File: src/sv/cme_pkg.sv
// Shared types, constants and arithmetic helpers for the cube-face to
// equirectangular address generator. No dependencies.
package cme_pkg;

  localparam int DIR_W      = 19;
  localparam int SQ_W       = 38;
  localparam int SQRT_STEPS = 19;
  localparam int TAB_LEN    = 28;

  typedef logic signed [DIR_W-1:0] dir_t;
  typedef logic [SQ_W-1:0]         sq_t;
  typedef logic [SQRT_STEPS-1:0]   root_t;
  typedef logic signed [31:0]      cval_t;
  typedef logic [23:0]             turn_t;
  typedef logic [22:0]             ufrac_t;
  typedef logic signed [2:0]       bcoef_t;
  typedef logic [1:0]              cfg_idx_t;
  typedef logic [9:0]              cfg_data_t;

  localparam turn_t HALF_TURN = 24'h800000;

  localparam cfg_idx_t REG_FACE = 2'd0;
  localparam cfg_idx_t REG_LON  = 2'd1;
  localparam cfg_idx_t REG_CHAN = 2'd2;

  typedef struct packed {
    dir_t d0;
    dir_t d1;
    dir_t d2;
  } dir_vec_t;

  typedef struct packed {
    cval_t       x;
    cval_t       y;
    logic [31:0] acc;
    logic        zero;
    turn_t       zval;
  } lane_t;

  // per face: corner, down, right
  localparam bcoef_t FACE_BASIS [6][3][3] = '{
    '{'{ 3'sd1,  3'sd1,  3'sd1}, '{ 3'sd0, -3'sd2,  3'sd0}, '{-3'sd2,  3'sd0,  3'sd0}},
    '{'{-3'sd1,  3'sd1, -3'sd1}, '{ 3'sd2,  3'sd0,  3'sd0}, '{ 3'sd0,  3'sd0,  3'sd2}},
    '{'{ 3'sd1,  3'sd1, -3'sd1}, '{ 3'sd0, -3'sd2,  3'sd0}, '{ 3'sd0,  3'sd0,  3'sd2}},
    '{'{-3'sd1,  3'sd1, -3'sd1}, '{ 3'sd0, -3'sd2,  3'sd0}, '{ 3'sd2,  3'sd0,  3'sd0}},
    '{'{ 3'sd1, -3'sd1, -3'sd1}, '{-3'sd2,  3'sd0,  3'sd0}, '{ 3'sd0,  3'sd0,  3'sd2}},
    '{'{-3'sd1,  3'sd1,  3'sd1}, '{ 3'sd0, -3'sd2,  3'sd0}, '{ 3'sd0,  3'sd0, -3'sd2}}
  };

  // atan(2^-i) in turns, 2^32 per turn
  localparam logic [31:0] ATAN_TAB [TAB_LEN] = '{
    32'h20000000, 32'h12E4051D, 32'h09FB385B, 32'h051111D4, 32'h028B0D43,
    32'h0145D7E1, 32'h00A2F61E, 32'h00517C55, 32'h0028BE53, 32'h00145F2E,
    32'h000A2F98, 32'h000517CC, 32'h00028BE6, 32'h000145F3, 32'h0000A2F9,
    32'h0000517C, 32'h000028BE, 32'h0000145F, 32'h00000A2F, 32'h00000517,
    32'h0000028B, 32'h00000145, 32'h000000A2, 32'h00000051, 32'h00000028,
    32'h00000014, 32'h0000000A, 32'h00000005
  };

  // divide by 45 through a reciprocal, exact for dividends below 2^30
  localparam int          ROT_S = 36;
  localparam longint      ROT_ML = ((64'd1 << ROT_S) + 64'd44) / 64'd45;
  localparam logic [30:0] ROT_M = 31'(ROT_ML);

  // rotation in turns: round(|deg rem 360| * 2^24 / 360), negated for negative
  function automatic turn_t rot_turns(logic signed [9:0] deg);
    logic [9:0]  mag;
    logic [32:0] num;
    logic [29:0] num8;
    logic [60:0] prod;
    turn_t       q;
    mag = deg[9] ? 10'(-deg) : 10'(deg);
    if (mag >= 10'd360) begin
      mag = mag - 10'd360;
    end
    num  = {mag[8:0], 24'b0} + 33'd180;
    num8 = num[32:3];
    prod = 61'(num8) * 61'(ROT_M);
    q    = 24'(prod >> ROT_S);
    return deg[9] ? 24'(-q) : q;
  endfunction

  function automatic dir_t dir_comp(bcoef_t tl, bcoef_t rt, bcoef_t dn, ufrac_t u,
                                    ufrac_t v);
    logic signed [27:0] c;
    logic signed [27:0] us;
    logic signed [27:0] vs;
    us = 28'(signed'({1'b0, u}));
    vs = 28'(signed'({1'b0, v}));
    c  = (28'(tl) <<< 16) + 28'(rt) * us + 28'(dn) * vs;
    if (c > 28'sd262143) begin
      return 19'sd262143;
    end else if (c < -28'sd262144) begin
      return -19'sd262144;
    end
    return 19'(c);
  endfunction

  function automatic lane_t cordic_init(logic signed [19:0] num, logic signed [19:0] den);
    lane_t l;
    l.zero = (num == 20'sd0);
    l.zval = den[19] ? HALF_TURN : '0;
    if (den[19]) begin
      l.x   = -32'(den);
      l.y   = -32'(num);
      l.acc = 32'h80000000;
    end else begin
      l.x   = 32'(den);
      l.y   = 32'(num);
      l.acc = '0;
    end
    l.x = l.x <<< 10;
    l.y = l.y <<< 10;
    return l;
  endfunction

  function automatic lane_t cordic_step(lane_t l, int i);
    lane_t o;
    cval_t dx;
    cval_t dy;
    o  = l;
    dx = l.y >>> i;
    dy = l.x >>> i;
    if (!l.y[31]) begin
      o.x   = l.x + dx;
      o.y   = l.y - dy;
      o.acc = l.acc + ATAN_TAB[i];
    end else begin
      o.x   = l.x - dx;
      o.y   = l.y + dy;
      o.acc = l.acc - ATAN_TAB[i];
    end
    return o;
  endfunction

  function automatic turn_t cordic_result(lane_t l);
    logic [31:0] r;
    r = l.acc + 32'd128;
    return l.zero ? l.zval : r[31:8];
  endfunction

endpackage

File: src/sv/cme_cordic_cell.sv
// One CORDIC vectoring iteration for both angle lanes (longitude, latitude).
// Depends on cme_pkg.
module cme_cordic_cell #(
  parameter int I = 0
) (
  input  logic           clk,
  input  logic           rst_n,
  input  logic           en,
  input  logic           in_vld,
  input  cme_pkg::lane_t in_lon,
  input  cme_pkg::lane_t in_lat,
  output logic           out_vld,
  output cme_pkg::lane_t out_lon,
  output cme_pkg::lane_t out_lat
);
  logic           vld_r;
  cme_pkg::lane_t lon_r, lon_nxt;
  cme_pkg::lane_t lat_r, lat_nxt;

  always_comb begin
    lon_nxt = cme_pkg::cordic_step(in_lon, I);
    lat_nxt = cme_pkg::cordic_step(in_lat, I);
  end

  always_ff @(posedge clk) begin
    if (!rst_n) begin
      vld_r <= 1'b0;
    end else if (en) begin
      vld_r <= in_vld;
    end
  end

  always_ff @(posedge clk) begin
    if (en) begin
      lon_r <= lon_nxt;
      lat_r <= lat_nxt;
    end
  end

  assign out_vld = vld_r;
  assign out_lon = lon_r;
  assign out_lat = lat_r;
endmodule

File: config.mk
export PLATFORM = sky130hd
export DESIGN_NAME = cme_cordic_cell
export DESIGN_NICKNAME = d
export VERILOG_FILES = /design/src/sv/cme_pkg.sv /design/src/sv/cme_cordic_cell.sv
export SDC_FILE = /design/constraint.sdc
export NUM_CORES = 1
export LEC_CHECK = 0
export BUFFER_PORTS_ARGS = -buffer_cell sky130_fd_sc_hd__buf_2
export CAP_MARGIN = 5
export CORE_MARGIN = 2
export CORE_UTILIZATION = 49
export DETAILED_ROUTE_END_ITERATION = 16
export PLACE_DENSITY = 0.78
export SYNTH_ARGS = -nofsm -noshare
export SYNTH_HDL_FRONTEND = slang
export SYNTH_SLANG_ARGS = --single-unit
export TNS_END_PERCENT = 50
File: constraint.sdc
create_clock -name clk -period 3 [get_ports clk]
set_input_delay 0.6 -clock clk [delete_from_list [all_inputs] [get_ports clk]]
set_output_delay 0.6 -clock clk [all_outputs]
set_load 0.01 [all_outputs]
Word-level counts from Yosys, hierarchy flattened. Cells that the tools add are included.

Add/sub/neg operators: 10. Mux-type cells: 2.

Operators by type and width (number): 96-bit 2-to-1 mux (2); 32-bit subtractor (4); 32-bit by 30-bit adder with 32-bit output (second input constant) (2); 32-bit adder (2); 32-bit by 30-bit subtractor with 32-bit output (second input constant) (2).

Register bits: 243. Bits of input ports: 246. Output and inout bits: 243. Word-level logic and storage cells: 23.

Longest topological paths before layout.
Depth in word-level cells: 2. Mapped depth: 13. Gate-level depth less buffers: 12.

Worst setup path before layout. Ideal clock, no wire load.

Path type: input to register. Start: input in_lat[59] (netlist name). End: register lat_r, in the netlist out_lat[77], data pin. Setup time: 0.270 ns. Arrival time: 2.858 ns. Data required time: 2.730 ns. Path slack: -0.128 ns. Stages: 11. Buffers on the path: 0. Cells stage by stage: inv_1 -> ha_1 -> nand2b_4 -> a211o_1 -> a22o_4 -> o21ai_4 -> a21oi_2 -> or3_1 -> o311ai_1 -> a21oi_1 -> xor2_1.

RTL lines: start, declared (RTL line cme_cordic_cell.sv:11) `input cme_pkg::lane_t in_lat,`; end signal, assigned (RTL line cme_cordic_cell.sv:36) `lat_r <= lat_nxt;`; end, declared (RTL line cme_cordic_cell.sv:18) `cme_pkg::lane_t lat_r, lat_nxt;`.

==> flow_metrics.py <==
metrics = {
    "yosys": {
        "synthArstFlopShare": 0,
        "synth-seq-cells": 241,
        "yosys.area.top_type_share": 0.392,
        "synthTopCellsByArea": "edfxtp_1, ha_1, a21oi_1",
        "synthTopCellsByCount": "edfxtp_1, a21oi_1, ha_1",
        "synth-edff-count": 240,
        "netlist.top_cell.by_area": "edfxtp_1",
        "synth_nets": 2398,
        "yosysWarnings": 0,
        "synth-main-ff-cell": "edfxtp_1",
        "yosysMostFrequentCell": "edfxtp_1",
        "synth-seq-area-share": 0.393,
        "synth_cell_types": 79,
        "postSynthAreaPerCell_um2": 9.48,
        "syn_inst": 1938,
        "syn_area_mm2": 0.0184,
    },
    "layout": {
        "multi_input_area_mm2": 0.0101,
        "stdcell_count": 3331,
        "final_area_mm2": 0.0256,
        "seqCellArea_mm2": 0.00723,
        "num-nets-final": 3302,
        "n_fill_cell": 2882,
        "drive_gt1_frac": 0.367,
        "syn2layout_area_growth_pct": 39.4,
    },
    "sta": {
        "max_freq_ghz": 0.343,
        "worst-slew-pin-transition_ps": 590,
        "finalWorstSetupSlack_ps": 84.9,
        "finalCriticalPeriod_ps": 2920,
        "maxSlewViolCount": 0,
        "min_period_over_period": 0.972,
        "finalSetupViolCount": 0,
        "tns_ps": 0,
        "relSlewSlack": 0.607,
        "finalHoldViolCount": 0,
        "fin_skew_ps": 0,
    },
    "floorplan": {
        "chipHeight_um": 198,
        "die_w_um": 198,
        "boundaryPins": 489,
        "num_rows": 70,
        "coreArea_mm2": 0.0368,
        "fp.dieArea_mm2": 0.0390,
        "start_util": 0.499,
    },
    "clock_tree": {
        "cts-root-buf": "clkbuf_16",
        "htreeDepth": 1,
        "cts_made_buffers": 26,
        "clock_path_buffers": 3,
        "clk_latency_ps": 550,
        "clock_sinks": 241,
        "cts_tree": "done",
        "clkTransAtPathRegs_ps": 60,
    },
    "placed_design": {
        "dp_hpwl_um": 54000,
        "port_buffers": 488,
        "place_congestion": 1.01,
        "placed_cells": 3280,
        "placed_area_mm2": 0.0247,
        "pre_cts_ws_ps": -559,
    },
    "grt": {
        "grt_max_degree": 72,
        "grt_usage": 0.331,
        "grt_pass1_vias": 18500,
        "grt_overflow": 0,
        "grt_pass1_wl_um": 101000,
        "antenna_found_initial": 5,
    },
    "power_and_ir_drop": {
        "ir_drop_mv": 0.486,
        "power.density_mw_per_mm2": 457,
        "p_leak_nw": 12.2,
    },
    "worst_setup_path": {
        "cp_slowest_stage_delay_ps": 340,
        "critPathArrivalTime_ps": 3210,
        "path_max_fanout": 12,
        "cpMaxStageDelayCell": "a211oi_1",
        "endpoint_kind": "register",
        "worstPathCellList": "buf_2 > inv_1 > ha_1 > buf_4 > o211ai_1 > a211oi_1 > o21ai_2 > o211ai_1 > o31ai_1 > buf_4 > o311ai_1 > buf_4 > o21ai_0 > a22oi_1 > xnor2_1",
        "path_class": "in2reg",
        "rrSetupSlack_ps": 2380,
        "start_kind": "input pin",
        "crit_required_ps": 3300,
        "cpMostUsedCell": "buf_4",
    },
    "min_path": {
        "min_path_type": "in2reg",
    },
    "drt": {
        "ant_nets": 0,
        "dr.pass1.iters": 8,
        "wirelength_um": 66600,
        "wire_per_inst_um": 20.0,
        "viasPerCell": 5.57,
        "drt_iter0_drc": 1258,
        "drc": 0,
        "via_count": 18600,
    },
    "run_status": {
        "outcome": "finished clean",
    },
    "run": {
        "drv_cap": 0,
    },
}
==> final cells by class <==
class                   count  share of cell area
inverters                 200              0.0293
repair buffers            965               0.239
clock inverters            17             0.00410
clock buffers              30              0.0260
multi-input cells        1408               0.396
diodes                      2            0.000195
flip-flops and latches    241               0.282
well taps                 468              0.0229
==> cells in the final DEF (no fill, tap or decap), types with 25 or more instances in the layout <==
cell | synthesis | routed
buf_2 | 14 | 487
buf_4 | 2 | 470
edfxtp_1 | 240 | 240
a21oi_1 | 221 | 216
ha_1 | 206 | 201
inv_1 | 189 | 189
nor2_1 | 146 | 146
xnor2_1 | 103 | 103
o21ai_0 | 102 | 101
nand2_1 | 83 | 83
nor3_1 | 46 | 46
a21o_1 | 41 | 41
o21bai_1 | 38 | 38
mux2i_1 | 32 | 32
o31ai_1 | 27 | 26
clkbuf_16 | 0 | 26
nand3_1 | 25 | 25
==> power by group <==
| group | leakage [nW] | internal, W | total [W] | switching (W) |
|---|---|---|---|---|
| Combinational | 9.52 | 0.00193 | 0.00433 | 0.00240 |
| Clock | 0.376 | 0.00160 | 0.00298 | 0.00138 |
| Sequential | 2.36 | 0.00427 | 0.00439 | 0.000128 |
| Total | 12.2 | 0.00779 | 0.0117 | 0.00391 |
==> kinds of logic (layout without fill, tap and decap cells) <==
logic type	count (synthesis)	count (layout)	share of synthesized area
muxes	33	33	0.0181
buffers and inverters	289	1212	0.0604
xor gates and xnor gates	124	124	0.0591
DFF	241	241	0.393
and+or+nand+nor	425	425	0.111
adders and majority gates	214	214	0.149
other	0	2	0
AOI/OAI and AO/OA	612	612	0.209
==> path summary, 6_finish.rpt <==
path | cells past startpoint | end | from
hold / removal | 1 | out_lon[7]$_DFFE_PP_ | in_lon[7]
hold reg to reg | 2 | out_vld$_SDFFE_PN0P_ | out_vld$_SDFFE_PN0P_
setup reg to reg | 2 | out_vld$_SDFFE_PN0P_ | out_vld$_SDFFE_PN0P_
setup / recovery | 15 | out_lon[88]$_DFFE_PP_ | in_lon[63]
==> registers in the layout, indices dropped and copies added (netlist names) <==
signal / count
out_lat: 120
out_lon: 120
out_vld: 1
==> stage by stage <==
| stage | hold WS [ps] | util | total power (W) |
|---|---|---|---|
| after floorplan | 538 | - | 0.00650 |
| after global placement | 496 | 0.672 | 0.00860 |
| after detailed placement | 544 | 0.672 | 0.00866 |
| after CTS | 184 | 0.693 | 0.0117 |
| after global routing | 186 | 0.696 | 0.0122 |
| final | 209 | 0.696 | 0.0117 |
==> critical path, delay by kind of cell <==
family / cells / cell delay [ps]
AOI/OAI and AO/OA: 8 / 1460
adders and majority gates: 1 / 330
xor gates and xnor gates: 1 / 110
buffers and inverters: 5 / 710
==> what timing repair did <==
action                                  in CTS  in global routing
setup buffers                                0                  2
endpoints found under the setup margin       0                 23
endpoints found under the hold margin        0                  0
hold buffers                                 0                  0
gates resized for setup                      0                 22
==> routing by layer <==
layer  GRT usage  share of wire  up-vias
met3      0.0524          0.079      138
met4       0.104          0.032        6
met5           0        0.00057        -
li1            -              -     8760
met1       0.441           0.41     8806
met2       0.554           0.48      858
No activity file was read; power rests on OpenSTA's default activity.
