### src/sv/cme_pkg.sv
// Shared types, constants and arithmetic helpers for the cube-face to
// equirectangular address generator. No dependencies.
package cme_pkg;

  localparam int DIR_W      = 19;
  localparam int SQ_W       = 38;
  localparam int SQRT_STEPS = 19;
  localparam int TAB_LEN    = 28;

  typedef logic signed [DIR_W-1:0] dir_t;
  typedef logic [SQ_W-1:0]         sq_t;
  typedef logic [SQRT_STEPS-1:0]   root_t;
  typedef logic signed [31:0]      cval_t;
  typedef logic [23:0]             turn_t;
  typedef logic [22:0]             ufrac_t;
  typedef logic signed [2:0]       bcoef_t;
  typedef logic [1:0]              cfg_idx_t;
  typedef logic [9:0]              cfg_data_t;

  localparam turn_t HALF_TURN = 24'h800000;

  localparam cfg_idx_t REG_FACE = 2'd0;
  localparam cfg_idx_t REG_LON  = 2'd1;
  localparam cfg_idx_t REG_CHAN = 2'd2;

  typedef struct packed {
    dir_t d0;
    dir_t d1;
    dir_t d2;
  } dir_vec_t;

  typedef struct packed {
    cval_t       x;
    cval_t       y;
    logic [31:0] acc;
    logic        zero;
    turn_t       zval;
  } lane_t;

  // per face: corner, down, right
  localparam bcoef_t FACE_BASIS [6][3][3] = '{
    '{'{ 3'sd1,  3'sd1,  3'sd1}, '{ 3'sd0, -3'sd2,  3'sd0}, '{-3'sd2,  3'sd0,  3'sd0}},
    '{'{-3'sd1,  3'sd1, -3'sd1}, '{ 3'sd2,  3'sd0,  3'sd0}, '{ 3'sd0,  3'sd0,  3'sd2}},
    '{'{ 3'sd1,  3'sd1, -3'sd1}, '{ 3'sd0, -3'sd2,  3'sd0}, '{ 3'sd0,  3'sd0,  3'sd2}},
    '{'{-3'sd1,  3'sd1, -3'sd1}, '{ 3'sd0, -3'sd2,  3'sd0}, '{ 3'sd2,  3'sd0,  3'sd0}},
    '{'{ 3'sd1, -3'sd1, -3'sd1}, '{-3'sd2,  3'sd0,  3'sd0}, '{ 3'sd0,  3'sd0,  3'sd2}},
    '{'{-3'sd1,  3'sd1,  3'sd1}, '{ 3'sd0, -3'sd2,  3'sd0}, '{ 3'sd0,  3'sd0, -3'sd2}}
  };

  // atan(2^-i) in turns, 2^32 per turn
  localparam logic [31:0] ATAN_TAB [TAB_LEN] = '{
    32'h20000000, 32'h12E4051D, 32'h09FB385B, 32'h051111D4, 32'h028B0D43,
    32'h0145D7E1, 32'h00A2F61E, 32'h00517C55, 32'h0028BE53, 32'h00145F2E,
    32'h000A2F98, 32'h000517CC, 32'h00028BE6, 32'h000145F3, 32'h0000A2F9,
    32'h0000517C, 32'h000028BE, 32'h0000145F, 32'h00000A2F, 32'h00000517,
    32'h0000028B, 32'h00000145, 32'h000000A2, 32'h00000051, 32'h00000028,
    32'h00000014, 32'h0000000A, 32'h00000005
  };

  // divide by 45 through a reciprocal, exact for dividends below 2^30
  localparam int          ROT_S = 36;
  localparam longint      ROT_ML = ((64'd1 << ROT_S) + 64'd44) / 64'd45;
  localparam logic [30:0] ROT_M = 31'(ROT_ML);

  // rotation in turns: round(|deg rem 360| * 2^24 / 360), negated for negative
  function automatic turn_t rot_turns(logic signed [9:0] deg);
    logic [9:0]  mag;
    logic [32:0] num;
    logic [29:0] num8;
    logic [60:0] prod;
    turn_t       q;
    mag = deg[9] ? 10'(-deg) : 10'(deg);
    if (mag >= 10'd360) begin
      mag = mag - 10'd360;
    end
    num  = {mag[8:0], 24'b0} + 33'd180;
    num8 = num[32:3];
    prod = 61'(num8) * 61'(ROT_M);
    q    = 24'(prod >> ROT_S);
    return deg[9] ? 24'(-q) : q;
  endfunction

  function automatic dir_t dir_comp(bcoef_t tl, bcoef_t rt, bcoef_t dn, ufrac_t u,
                                    ufrac_t v);
    logic signed [27:0] c;
    logic signed [27:0] us;
    logic signed [27:0] vs;
    us = 28'(signed'({1'b0, u}));
    vs = 28'(signed'({1'b0, v}));
    c  = (28'(tl) <<< 16) + 28'(rt) * us + 28'(dn) * vs;
    if (c > 28'sd262143) begin
      return 19'sd262143;
    end else if (c < -28'sd262144) begin
      return -19'sd262144;
    end
    return 19'(c);
  endfunction

  function automatic lane_t cordic_init(logic signed [19:0] num, logic signed [19:0] den);
    lane_t l;
    l.zero = (num == 20'sd0);
    l.zval = den[19] ? HALF_TURN : '0;
    if (den[19]) begin
      l.x   = -32'(den);
      l.y   = -32'(num);
      l.acc = 32'h80000000;
    end else begin
      l.x   = 32'(den);
      l.y   = 32'(num);
      l.acc = '0;
    end
    l.x = l.x <<< 10;
    l.y = l.y <<< 10;
    return l;
  endfunction

  function automatic lane_t cordic_step(lane_t l, int i);
    lane_t o;
    cval_t dx;
    cval_t dy;
    o  = l;
    dx = l.y >>> i;
    dy = l.x >>> i;
    if (!l.y[31]) begin
      o.x   = l.x + dx;
      o.y   = l.y - dy;
      o.acc = l.acc + ATAN_TAB[i];
    end else begin
      o.x   = l.x - dx;
      o.y   = l.y + dy;
      o.acc = l.acc - ATAN_TAB[i];
    end
    return o;
  endfunction

  function automatic turn_t cordic_result(lane_t l);
    logic [31:0] r;
    r = l.acc + 32'd128;
    return l.zero ? l.zval : r[31:8];
  endfunction

endpackage

### src/sv/cme_sqrt_cell.sv
// One digit of the integer square root chain; carries the direction along.
// Depends on cme_pkg.
module cme_sqrt_cell #(
  parameter int K = 0
) (
  input  logic              clk,
  input  logic              rst_n,
  input  logic              en,
  input  logic              in_vld,
  input  cme_pkg::sq_t      in_n,
  input  cme_pkg::sq_t      in_res,
  input  cme_pkg::dir_vec_t in_pass,
  output logic              out_vld,
  output cme_pkg::sq_t      out_n,
  output cme_pkg::sq_t      out_res,
  output cme_pkg::dir_vec_t out_pass
);
  localparam cme_pkg::sq_t BIT = cme_pkg::sq_t'(1) << (cme_pkg::SQ_W - 2 - 2 * K);

  logic              vld_r;
  cme_pkg::sq_t      n_r, n_nxt;
  cme_pkg::sq_t      res_r, res_nxt;
  cme_pkg::dir_vec_t pass_r;
  cme_pkg::sq_t      trial;

  always_comb begin
    trial = in_res + BIT;
    if (in_n >= trial) begin
      n_nxt   = in_n - trial;
      res_nxt = (in_res >> 1) + BIT;
    end else begin
      n_nxt   = in_n;
      res_nxt = in_res >> 1;
    end
  end

  always_ff @(posedge clk) begin
    if (!rst_n) begin
      vld_r <= 1'b0;
    end else if (en) begin
      vld_r <= in_vld;
    end
  end

  always_ff @(posedge clk) begin
    if (en) begin
      n_r    <= n_nxt;
      res_r  <= res_nxt;
      pass_r <= in_pass;
    end
  end

  assign out_vld  = vld_r;
  assign out_n    = n_r;
  assign out_res  = res_r;
  assign out_pass = pass_r;
endmodule

### config.mk
export PLATFORM = sky130hd
export DESIGN_NAME = cme_sqrt_cell
export DESIGN_NICKNAME = d
export VERILOG_FILES = /design/src/sv/cme_pkg.sv /design/src/sv/cme_sqrt_cell.sv
export SDC_FILE = /design/constraint.sdc
export NUM_CORES = 1
export LEC_CHECK = 0
export ABC_AREA = 1
export BUFFER_PORTS_ARGS = -buffer_cell sky130_fd_sc_hd__buf_2
export CAP_MARGIN = 15
export CORE_AREA = 10 10 142 144
export CTS_CLUSTER_DIAMETER = 200
export DETAILED_ROUTE_END_ITERATION = 10
export DIE_AREA = 0 0 152 154
export PLACE_DENSITY = 0.7
export SETUP_SLACK_MARGIN = 0.4
export SYNTH_ARGS = -nofsm -noshare
export SYNTH_HDL_FRONTEND = slang
export SYNTH_SLANG_ARGS = --single-unit
### constraint.sdc
create_clock -name clk -period 2.5 [get_ports clk]
set_input_delay 0.25 -clock clk [delete_from_list [all_inputs] [get_ports clk]]
set_output_delay 0.25 -clock clk [all_outputs]
set_load 0.05 [all_outputs]
### After elaboration in Yosys (flattened, before gate mapping)

Cells that the tools add are included.

* flip-flop bits (word level): 134
* input port bits: 137
* logic and storage cells: 13

* add/sub/neg operators: 3
* $lt $le $gt $ge: 1
* muxes and demuxes: 2

Operators by type and width (count)
* $add A37 B37 Y38 const B: 1
* $add A38 B37 Y38 const B: 1
* $ge A38 B38 Y1: 1
* $mux W38: 1
* $sub A38 B38 Y38: 1
* $mux W37: 1

### Logic depth before layout (Yosys ltp)

* depth after elaboration: 3
* gate-level depth with buffers: 16

### Worst setup path after synthesis

Ideal clock, no wire load.

* path type: input -> register
* from: in in_n[0]
* to: reg res_r[37], in the netlist out_res[37] (data pin)
* setup time: 0.258 ns
* arrival time: 1.689 ns
* data required time: 2.242 ns
* setup slack: 0.553 ns
* stages on the path: 13
* path buffers: 1
* cell sequence: inv_1 > ha_1 > inv_1 > fa_1 > nand2_1 > nand3_2 > nand2_1 > nand3_2 > nand2_2 > nand2_2 > nand2_2 > buf_2 > a21oi_2

* cells in the longest elaborated chain, start to end: 1

RTL lines
* from (decl): RTL line cme_sqrt_cell.sv:10 `input cme_pkg::sq_t in_n,`
* $ge A38 B38 Y1: RTL line cme_sqrt_cell.sv:28 `if (in_n >= trial) begin`
* to (signal assigned): RTL line cme_sqrt_cell.sv:48 `res_r <= res_nxt;`
* to (decl): RTL line cme_sqrt_cell.sv:22 `cme_pkg::sq_t res_r, res_nxt;`

Every way passes these cells.
A chain may end at the register's enable or synchronous reset.

### Worst setup path in the final report

* from: in in_n[0]
* to: reg n_r[20], in the netlist out_n[20] (data pin)

* cells in the longest elaborated chain, start to end: 2

RTL lines
* $sub A38 B38 Y38 or $ge A38 B38 Y1 (tied branches): RTL line cme_sqrt_cell.sv:29, cme_sqrt_cell.sv:28
* $mux W38 (*): RTL line cme_sqrt_cell.sv:28
* via n_nxt[20]: RTL line cme_sqrt_cell.sv:21 `cme_pkg::sq_t n_r, n_nxt;`
* to (signal assigned): RTL line cme_sqrt_cell.sv:47 `n_r <= n_nxt;`
* to (decl): RTL line cme_sqrt_cell.sv:21

Mark *: on every way through the listed nets, which the timed path passes. The rest lies on a longest branch.

==> flow_summary.toml <==
[detailed_routing]
drt_pass1_iterations = 5
wl_um = 26500
wl_per_cell_um = 17.8
routed.top_layer = "met5"
ant_nets = 0
dr_wl_met2_um = 13000
drt-vias-per-instance = 4.81
dr_total_vias = 7186
drt_iter0_markers = 544
met1_length_um = 11300
drc_errors = 0
wl_met3_um = 1770

[floorplan]
die-area_sq_mm = 0.0234
die_h_um = 154
start_util_pct = 45.5
ios = 271
die_w_um = 152
fp-row-count = 48
core_sq_mm = 0.0172

[yosys]
synth.distinct_cells = 34
ys_seq_elements = 134
synth_compound_area_share_pct = 2.98
syn-num-nets = 1087
synth_area_leaders = "edfxtp_1 51%, nand2_1 15%, inv_1 6.9%, ha_1 6.1%, nand3_1 4.9%"
synth_top_area_cell = "edfxtp_1"
synth_cells = 911
synth_simple_gate_area_share_pct = 28.6
syn_area_sq_mm = 0.00782
synth-xor-area-share_pct = 2.24
yosysWarnings = 0
synthAdderAreaFrac_pct = 6.33
muxShareOfSynthArea_pct = 0
synth_top_area_share_pct = 51.1
yosysSeqAreaShare_pct = 51.3
synth_top_family_by_area = "simple AND/OR/NAND/NOR gates"
syn_area_per_cell_sq_um = 8.59

[sta]
fin_tns_setup_ps = 0
fmax_ghz = 0.504
max-slew-margin-rel_pct = 63.9
fin_skew_ps = 0
finalCritPeriodShare_pct = 79.3
rsz0062_at_grt = "no"
timing.final.crit_period_ps = 1980
worst_slew_pin_slew_ps = 539
slew_viol_final = 0
setup_viol = 0
finalHoldViolations = 0
hold_ws_ps = 18.0

[layout]
nets = 1430
finalInstanceArea_sq_mm = 0.0106
drive_gt1_share_pct = 28.8
syn_to_final_growth_pct = 35.8

[setup_path]
critPathLaunchType = "input pin"
crit_chain = "buf_2, inv_1, ha_1, inv_1, fa_2, nand2_1, nand3_2, nand2_1, nand3_2, nand2_2, nand2_2, nand2_2, buf_12, nand3_1, nand2_1"
cp_top_family = "simple AND/OR/NAND/NOR gates"
required_ps = 2780
cpMaxStageDelayCell = "fa_2"
max_stage_delay_ps = 390
critPathMaxFanout = 39
endpoint_kind = "flip-flop"
critPathBufInv = 4
crit_type = "input pin to flip-flop"
arrival_ps = 2260

[placed_design]
gp_congestion = 0.946
port_buffers = 270
hpwl_um = 20900
post_dp_cell_area_sq_mm = 0.00959

[power_and_ir_drop]
ir_drop_uv = 469
power_mw = 7.52
p_per_area_mw_per_mm2 = 708
p_leak_nw = 5.37

[clock_network]
cts_tree = "built"
clk_latency_ps = 420
cts.clk_slew.worst_paths_ps = 60
cts_setup_buffers = 0
cts_buffer_depth = 2
clock-root-buffer = "clkbuf_16"
cts_sinks = 134
cts.htree.levels = 4
cts_buffers = 17

[global_route]
grt_usage_pct = 21.9
grt_max_degree = 52
grt_overflow = 0
grt_pass1_wl_um = 40800
antenna_found_initial = 3
grt_pass1_vias = 7266

[outcome]
status = "completed"

[worst_hold_path]
hp-class = "input pin to flip-flop"

[job]
maxCapViolCount = 0
==> cells in the final DEF (no fill, tap or decap), drive strengths merged, types with 6 or more instances in the layout <==
master,count
a21oi,29
buf,290
clkbuf,17
dlygate4sd3,47
edfxtp,133
ha,38
inv,158
nand2,319
nand3,88
nand3b,10
nand4,6
nor2,79
nor3,7
o21ai,9
xor2,18
==> metal layers <==
metal  track usage, %  vias up
met1             26.3     3260
met2             37.9      259
met4             5.82        4
met3             5.86       29
li1                 -     3634
met5                0        -
==> path summary, 6_finish.rpt <==
path / startpoint / end / slack, ps / depth (start not counted)
setup reg to reg: out_vld$_SDFFE_PN0P_ / out_vld$_SDFFE_PN0P_ / 1860 / 2
setup / recovery: in_n[0] / out_n[20]$_DFFE_PP_ / 520 / 15
hold / removal: in_res[4] / out_res[3]$_DFFE_PP_ / 20 / 1
hold reg to reg: out_vld$_SDFFE_PN0P_ / out_vld$_SDFFE_PN0P_ / 550 / 2
==> report_power, final <==
group | internal [mW] | switching (mW)
Sequential | 2.75 | 0.0597
Combinational | 0.643 | 1.67
Clock | 1.31 | 1.08
==> metrics by stage <==
step           std cells  setup slack [ps]  utilization (%)
6_report            1493               517             61.8
5_1_grt             1493               411             61.8
4_1_cts             1488               458             61.6
3_5_place_dp        1413              45.5             55.8
3_3_place_gp        1413              53.9             55.8
2_1_floorplan        911               553                -
==> synthesized netlist by cell type <==
cell type and count:
a21oi_1 27, a21oi_2 2, a31oi_1 2, and2_1 2
buf_12 1, buf_2 4, buf_4 5, buf_6 2
clkbuf_1 1, clkinv_1 1, dfxtp_1 1, edfxtp_1 133
fa_1 1, ha_1 38, inv_1 144, inv_2 5
nand2_1 308, nand2_2 10, nand2_4 1, nand3_1 76
nand3_2 12, nand3b_1 10, nand4_1 6, nor2_1 69
nor2_2 7, nor2_4 3, nor3_1 6, nor3_2 1
nor4_1 1, o21ai_0 8, o21ai_1 1, o21bai_1 3
xnor2_1 2, xor2_1 18
==> cells by family (layout without fill, tap and decap cells) <==
kind of cell / Yosys count / in the layout
simple gates: 512 / 512
fa+ha+maj: 39 / 39
buf+inv: 163 / 519
compound gates: 43 / 43
flops: 134 / 134
xor+xnor: 20 / 20
other cells: 0 / 1
==> timing repair <==
item / 4_1_cts / 5_1_grt
gates resized for setup: 0 / 2
endpoints found under the hold margin: 43 / 4
setup endpoints to repair: 0 / 12
hold buffers: 43 / 4
==> flip-flops by register name, summed over array words and instances, names as in the netlist <==
name and flops:
out_vld 1, out_res 38, out_pass 57, out_n 38
==> worst reg2reg max path, cell delays in order, from the launching register on <==
cell	delay [ps]
dfxtp_1	310
o21ai_0	150
a21oi_1	60
==> cell type report <==
type,count,area [sq um]
sequential,134,4010
clock buffer,17,425
antenna,1,2.50
fill,1572,6550
clock inverter,15,134
multi-input combinational,614,3160
timing repair buffer,337,2040
tap,225,282
inverter,150,563
(Power assumes the default switching activity.)
